**src/design/sil_pkg.sv**
```systemverilog
// Package: shared types and constants of the sorted insertion list unit.
package sil_pkg;

  localparam int CAPACITY = 64;
  localparam int VALUE_W  = 32;
  localparam int IDX_W    = 6;
  localparam int COUNT_W  = 7;
  localparam int CNT_W    = $clog2(CAPACITY + 1);
  localparam int CMP_W    = (CNT_W > IDX_W) ? CNT_W : IDX_W;

  typedef enum logic {
    CMD_INSERT = 1'b0,
    CMD_READ   = 1'b1
  } sil_cmd_e;

  typedef enum logic [1:0] {
    ST_OK    = 2'd0,
    ST_FULL  = 2'd1,
    ST_RANGE = 2'd2
  } sil_status_e;

  typedef struct packed {
    sil_cmd_e                   cmd;
    logic signed [VALUE_W-1:0]  value;
    logic        [IDX_W-1:0]    index;
  } sil_in_t;

  typedef struct packed {
    logic signed [VALUE_W-1:0]  read_value;
    logic        [COUNT_W-1:0]  count;
    sil_status_e                status;
  } sil_out_t;

  // Insert broadcast seen by every cell of the chain.
  typedef struct packed {
    logic                       en;
    logic signed [VALUE_W-1:0]  value;
  } sil_bcast_t;

endpackage

```
**src/design/sil_cell.sv**
```systemverilog
// Module: one compare-and-shift cell of the sorted list chain.
module sil_cell (
  input  logic                               clk_i,
  input  sil_pkg::sil_bcast_t                bcast_i,
  input  logic                               occupied_i,
  input  logic                               prev_take_i,
  input  logic signed [sil_pkg::VALUE_W-1:0] prev_value_i,
  output logic                               take_o,
  output logic signed [sil_pkg::VALUE_W-1:0] value_o
);

  logic signed [sil_pkg::VALUE_W-1:0] value_q;
  logic signed [sil_pkg::VALUE_W-1:0] value_d;

  // Cell is at or past the insert position: empty, or holds a value >= new one.
  assign take_o = !occupied_i || (value_q >= bcast_i.value);

  always_comb begin
    value_d = value_q;
    if (bcast_i.en) begin
      if (prev_take_i) begin
        value_d = prev_value_i;   // shift up from the neighbour
      end else if (take_o) begin
        value_d = bcast_i.value;  // first taking cell holds the new value
      end
    end
  end

  always_ff @(posedge clk_i) begin
    value_q <= value_d;
  end

  assign value_o = value_q;

endmodule

```
**config.mk**
```make
export PLATFORM = sky130hd
export DESIGN_NAME = sil_cell
export DESIGN_NICKNAME = d
export VERILOG_FILES = /design/src/design/sil_pkg.sv /design/src/design/sil_cell.sv
export SDC_FILE = /design/constraint.sdc
export NUM_CORES = 1
export LEC_CHECK = 0
export BUFFER_PORTS_ARGS = -buffer_cell sky130_fd_sc_hd__buf_2
export CORE_ASPECT_RATIO = 0.5
export CORE_MARGIN = 3
export CORE_UTILIZATION = 38
export CTS_BUF_LIST = sky130_fd_sc_hd__clkbuf_4
export DETAILED_ROUTE_END_ITERATION = 7
export PLACE_DENSITY = 0.76
export SETUP_SLACK_MARGIN = 0.1
export SLEW_MARGIN = 15
export SYNTH_ARGS = -nofsm -noshare
export SYNTH_HDL_FRONTEND = slang
export SYNTH_SLANG_ARGS = --single-unit
```
**constraint.sdc**
```tcl
create_clock -name clk_i -period 4.5 [get_ports clk_i]
set_input_delay 0.45 -clock clk_i [delete_from_list [all_inputs] [get_ports clk_i]]
set_output_delay 0.45 -clock clk_i [all_outputs]
set_load 0.01 [all_outputs]
```
# Yosys cells after proc, flatten, opt, wreduce, memory -nomap -nowiden
# Cells that the tools add are included.
[op_classes]
mux = 2
addsub = 0
n_shift = 0
mul = 0
magnitude_cmp = 1
n_bitwise = 0
div_mod_pow = 0
eq_ne = 0
reduce_logical = 4
[ops]
columns = ["operator", "count"]
rows = [
  ["$mux 32", 2],
  ["$ge 32x32->1", 1],
  ["$reduce_and 2->1", 1],
  ["$reduce_bool 2->1", 1],
  ["$logic_not 1->1", 1],
  ["$logic_or 1x1->1", 1],
]
[totals]
input_bits = 68
ff_bits = 32
mem_bits_rw = 0
word_cells = 8
latchBits = 0
n_memories = 0
rom_bits = 0

# Longest topological paths before layout
[logic_depth]
depth_word = 4
depth_mapped = 8
depth_no_buf = 8

# Least setup slack after synthesis
# OpenSTA, ideal clock, no wires.
[synth_timing]
kind = "in2reg"
startpoint = "input bcast_i[31] (netlist bit)"
endpoint = "register value_q (netlist bit value_o[0]), enable pin"
stages = 8
setup_slack_ns = 0.870
required_ns = 4.068
t_arrival_ns = 3.198
path_cell_list = "inv_1 -> ha_1 -> nand4_2 -> nor4_2 -> nand3_1 -> nand2_1 -> o41ai_1 -> a21oi_1"
[synth_via]
elab_chain_len = 4
[synth_lines]
columns = ["item", "line_no", "text"]
rows = [
  ["start, declared", "sil_cell.sv:4", "input sil_pkg::sil_bcast_t bcast_i,"],
  ["$ge 32x32->1", "sil_cell.sv:16", "assign take_o = !occupied_i || (value_q >= bcast_i.value);"],
  ["$logic_or 1x1->1", "sil_cell.sv:16", ""],
  ["$reduce_bool 2->1 (no source line)", "n/a", ""],
  ["$reduce_and 2->1 (no source line)", "n/a", ""],
  ["end signal, assigned", "sil_cell.sv:30", "value_q <= value_d;"],
  ["end, declared", "sil_cell.sv:12", "logic signed [sil_pkg::VALUE_W-1:0] value_q;"],
]
# Every way passes these cells.
# A chain may end at the register's enable or synchronous reset.

# Worst setup path in the final report
[layout_timing]
startpoint = "register value_q (netlist bit value_o[7])"
endpoint = "output take_o"
[layout_via]
elab_chain_len = 2
[layout_lines]
columns = ["item", "line_no", "text"]
rows = [
  ["$ge 32x32->1", "sil_cell.sv:16", ""],
  ["$logic_or 1x1->1", "sil_cell.sv:16", ""],
  ["end, declared", "sil_cell.sv:8", "output logic take_o,"],
]
# Every way passes these cells.

==> run_results.csv <==
group,metric,value,unit
power,pwr-share-comb,27.8,%
power,seqPwrFrac,52.0,%
grt,use_met1,18.60,%
drt,dr.pass1.iters,4,
cells_and_area,largest_reg_flops,32,
yosys,ys.flop_type,"edfxtp_1",
grt,grt_overflow_total,0,
setup_path,start_kind,"flip-flop",
power,p_leak,1.387,nW
sta,slew_viol_final,0,
setup_path,worstPathArrival,2.53,ns
yosys,ys_types,30,
cts,clk_path_buf_depth,2,
drt,drt_iter0_markers,67,
cts,cts_tree,"yes",
sta,post-route-period-util,66.24,%
power,intPower,0.0005036,W
drt,num_vias,1903,
power,swShare,30.49,%
yosys,yosys-top-cells-count,"nand2_1, edfxtp_1, ha_1, inv_1, o21ai_1",
setup_path,crit_family,"compound AO/OA/AOI/OAI gates",
yosys,netlist_area,2167,sq um
power,p_per_area,260.8,nW/um^2
sta,max_freq,335.5,MHz
sta,clock-skew-final,0.007851,ns
cts,cts_buffers,5,
grt,use_met3,4.383,%
yosys,synthCells,219,
yosys,synth_warnings,0,
yosys,async_flop_share,0,%
outcome,outcome,"finished, final reports clean",
yosys,syn-num-nets,319,
cts,ctsHoldBuffers,0,
cts,post-cts-setup-buffers,0,
grt,first_global_vias,1917,
sta,grt_setup_unrepaired,"no",
power,p_clk_share,20.2,%
setup_path,crit_buf_inv,1,
yosys,synth_edf_count,32,
floorplanning,initial_utilization,41.65,%
setup_path,end_kind,"primary output",
sta,finalHoldViolations,0,
power,p_switching,0.0002209,W
grt,grt_usage,15.69,%
sta,fin_ws,1.519,ns
cells_and_area,antennaDiodeCount,0,
placed_design,pre_cts_ws,1.327,ns
floorplanning,die_h,59.40,microns
yosys,synth-seq-cells,32,
cells_and_area,nets,419,
drt,drc,0,
setup_path,crit_type,"reg -> out",
sta,tightest_slew,1.043,ns
setup_path,cp_common_cell,"a21oi_1",
cts,cts_resized,0,
floorplanning,ios,101,
drt,drtAntennaViolNets,0,
setup_path,crit_path_max_fanout,3,
cts,cts_sinks,32,
yosys,synth_top_area_share,44.34,%
placed_design,dp_hpwl,4126,microns
drt,vias_per_cell,4.917,
grt,grt_first_pass_wirelength,8328,microns
floorplanning,die_w,112.8,microns
grt,antenna_found_initial,0,
setup_path,cp.required,4.05,ns
yosys,yosysMostFrequentCell,"nand2_1",
cts,htreeDepth,2,
setup_path,worstPathCellList,"ha_1 > a21oi_1 > o21ai_0 > a221o_1 > o31ai_2 > a21oi_1 > o21bai_2 > buf_2",
grt,grt.busiest_layer,"met2",
sta,finalCriticalPeriod,2.981,ns
setup_path,critical-path-max-stage-delay,0.42,ns
hold_path,hp-class,"in -> reg",
placed_design,dpl.cell_count,382,
sta,fin_tns_setup,0,ns
floorplanning,die_area,6700,sq um
cells_and_area,drive_gt1_share,36.28,%
flow_run,maxCapViolCount,0,
yosys,yosysTopAreaCell,"edfxtp_1",
floorplanning,coreArea,5202,sq um
cells_and_area,fin_util,53.39,%
floorplanning,num_rows,18,
yosys,synth_area_leaders,"edfxtp_1, ha_1, o21ai_1",
placed_design,gp_congestion,0.8019,
drt,routed_wirelength,5184,microns
drt,wl_per_cell,13.40,microns
cts,path_clk_slew,0.10,ns
cts,clock_latency,0.33,ns
sta,setup_viol,0,
grt,globalRouteMet2Util,28.11,%
cells_and_area,finalNonFillerCells,387,
grt,grt_start_max_net_pins,66,
setup_path,cpMaxStageDelayCell,"edfxtp_1",
cts,cts-root-buf,"clkbuf_4",
power,peakVddDrop,0.1059,mV
cells_and_area,nFillCells,488,
cells_and_area,areaGrowthSynthToFinish,28.18,%
yosys,avgSynthCellArea,9.895,sq um
sta,relSlewSlack,30.31,%
yosys,yosysSeqAreaShare,44.34,%
placed_design,port_buffers,100,
-- per-layer routing --
metal,share of wire (%),up-vias
li1,-,985
met1,44,862
met2,49,49
met3,5.6,7
met4,1.0,0
met5,0,-
-- worst register-to-register path, cell delays in order, from the launching register on --
cell      delay [ns]
edfxtp_1        0.41
ha_1            0.39
nand4_2         0.19
nor4_2          0.40
nand3_1         0.12
nand2_1         0.12
nor4bb_1        0.09
a21oi_4         0.88
-- layout by cell type, fill, tap and decap left out, types with 2 or more instances in the layout --
| master | count |
|---|---|
| buf_2 | 100 |
| edfxtp_1 | 32 |
| nand4_2 | 2 |
| nand4_1 | 5 |
| a21oi_1 | 12 |
| a21o_1 | 4 |
| nand3_1 | 7 |
| clkbuf_4 | 5 |
| inv_1 | 32 |
| ha_1 | 32 |
| nor2_1 | 2 |
| o21ai_1 | 27 |
| nand2_1 | 35 |
| o21ai_0 | 5 |
-- power groups by stage --
stage / sequential, W / combinational (W) / clock [W]
detailed placement: 0.000383 / 0.000202 / 0
global route: 0.000380 / 0.000230 / 0.000159
finish: 0.000377 / 0.000201 / 0.000146
floorplan: 0.000394 / 0.000109 / 0
CTS: 0.000377 / 0.000204 / 0.000148
global placement: 0.000383 / 0.000197 / 0
-- path summary, 6_finish.rpt --
path,start,slack (ns),end,cells after the start
worst max-delay path,value_o[7],1.52,take_o,8
worst max register to register,value_o[31],1.53,value_o[9],7
worst min-delay path,prev_value_i[30],0.39,value_o[30],3
worst min register to register,value_o[20],1.33,value_o[28],5
-- metrics by stage --
step / hold slack (ns) / power (W) / instance area [sq um]
finish: 0.3914 / 0.0007245 / 2778
global route: 0.3968 / 0.0007694 / 2778
CTS: 0.3852 / 0.0007286 / 2778
detailed placement: 0.7308 / 0.0005857 / 2740
global placement: 0.7301 / 0.0005791 / 2740
floorplan: 0.6371 / 0.0005032 / 2167
-- area by class of cell --
class                           count  area [sq um]  share of cell area (%)
Multi-Input combinational cell    148          1071                   38.56
Sequential cell                    32         960.9                   34.59
Timing Repair Buffer              100         500.5                   18.02
Inverter                           32         120.1                   4.324
Tap cell                           70         87.58                   3.153
Clock buffer                        5         37.54                   1.351
-- kinds of logic after synthesis --
group	count (synthesis)	share of synthesized area (%)
fa+ha+maj	32	18.48
compound gates	58	15.99
buf+inv	39	6.755
mux	1	0.5196
simple gates	57	13.91
flops	32	44.34
(Power assumes the default switching activity.)
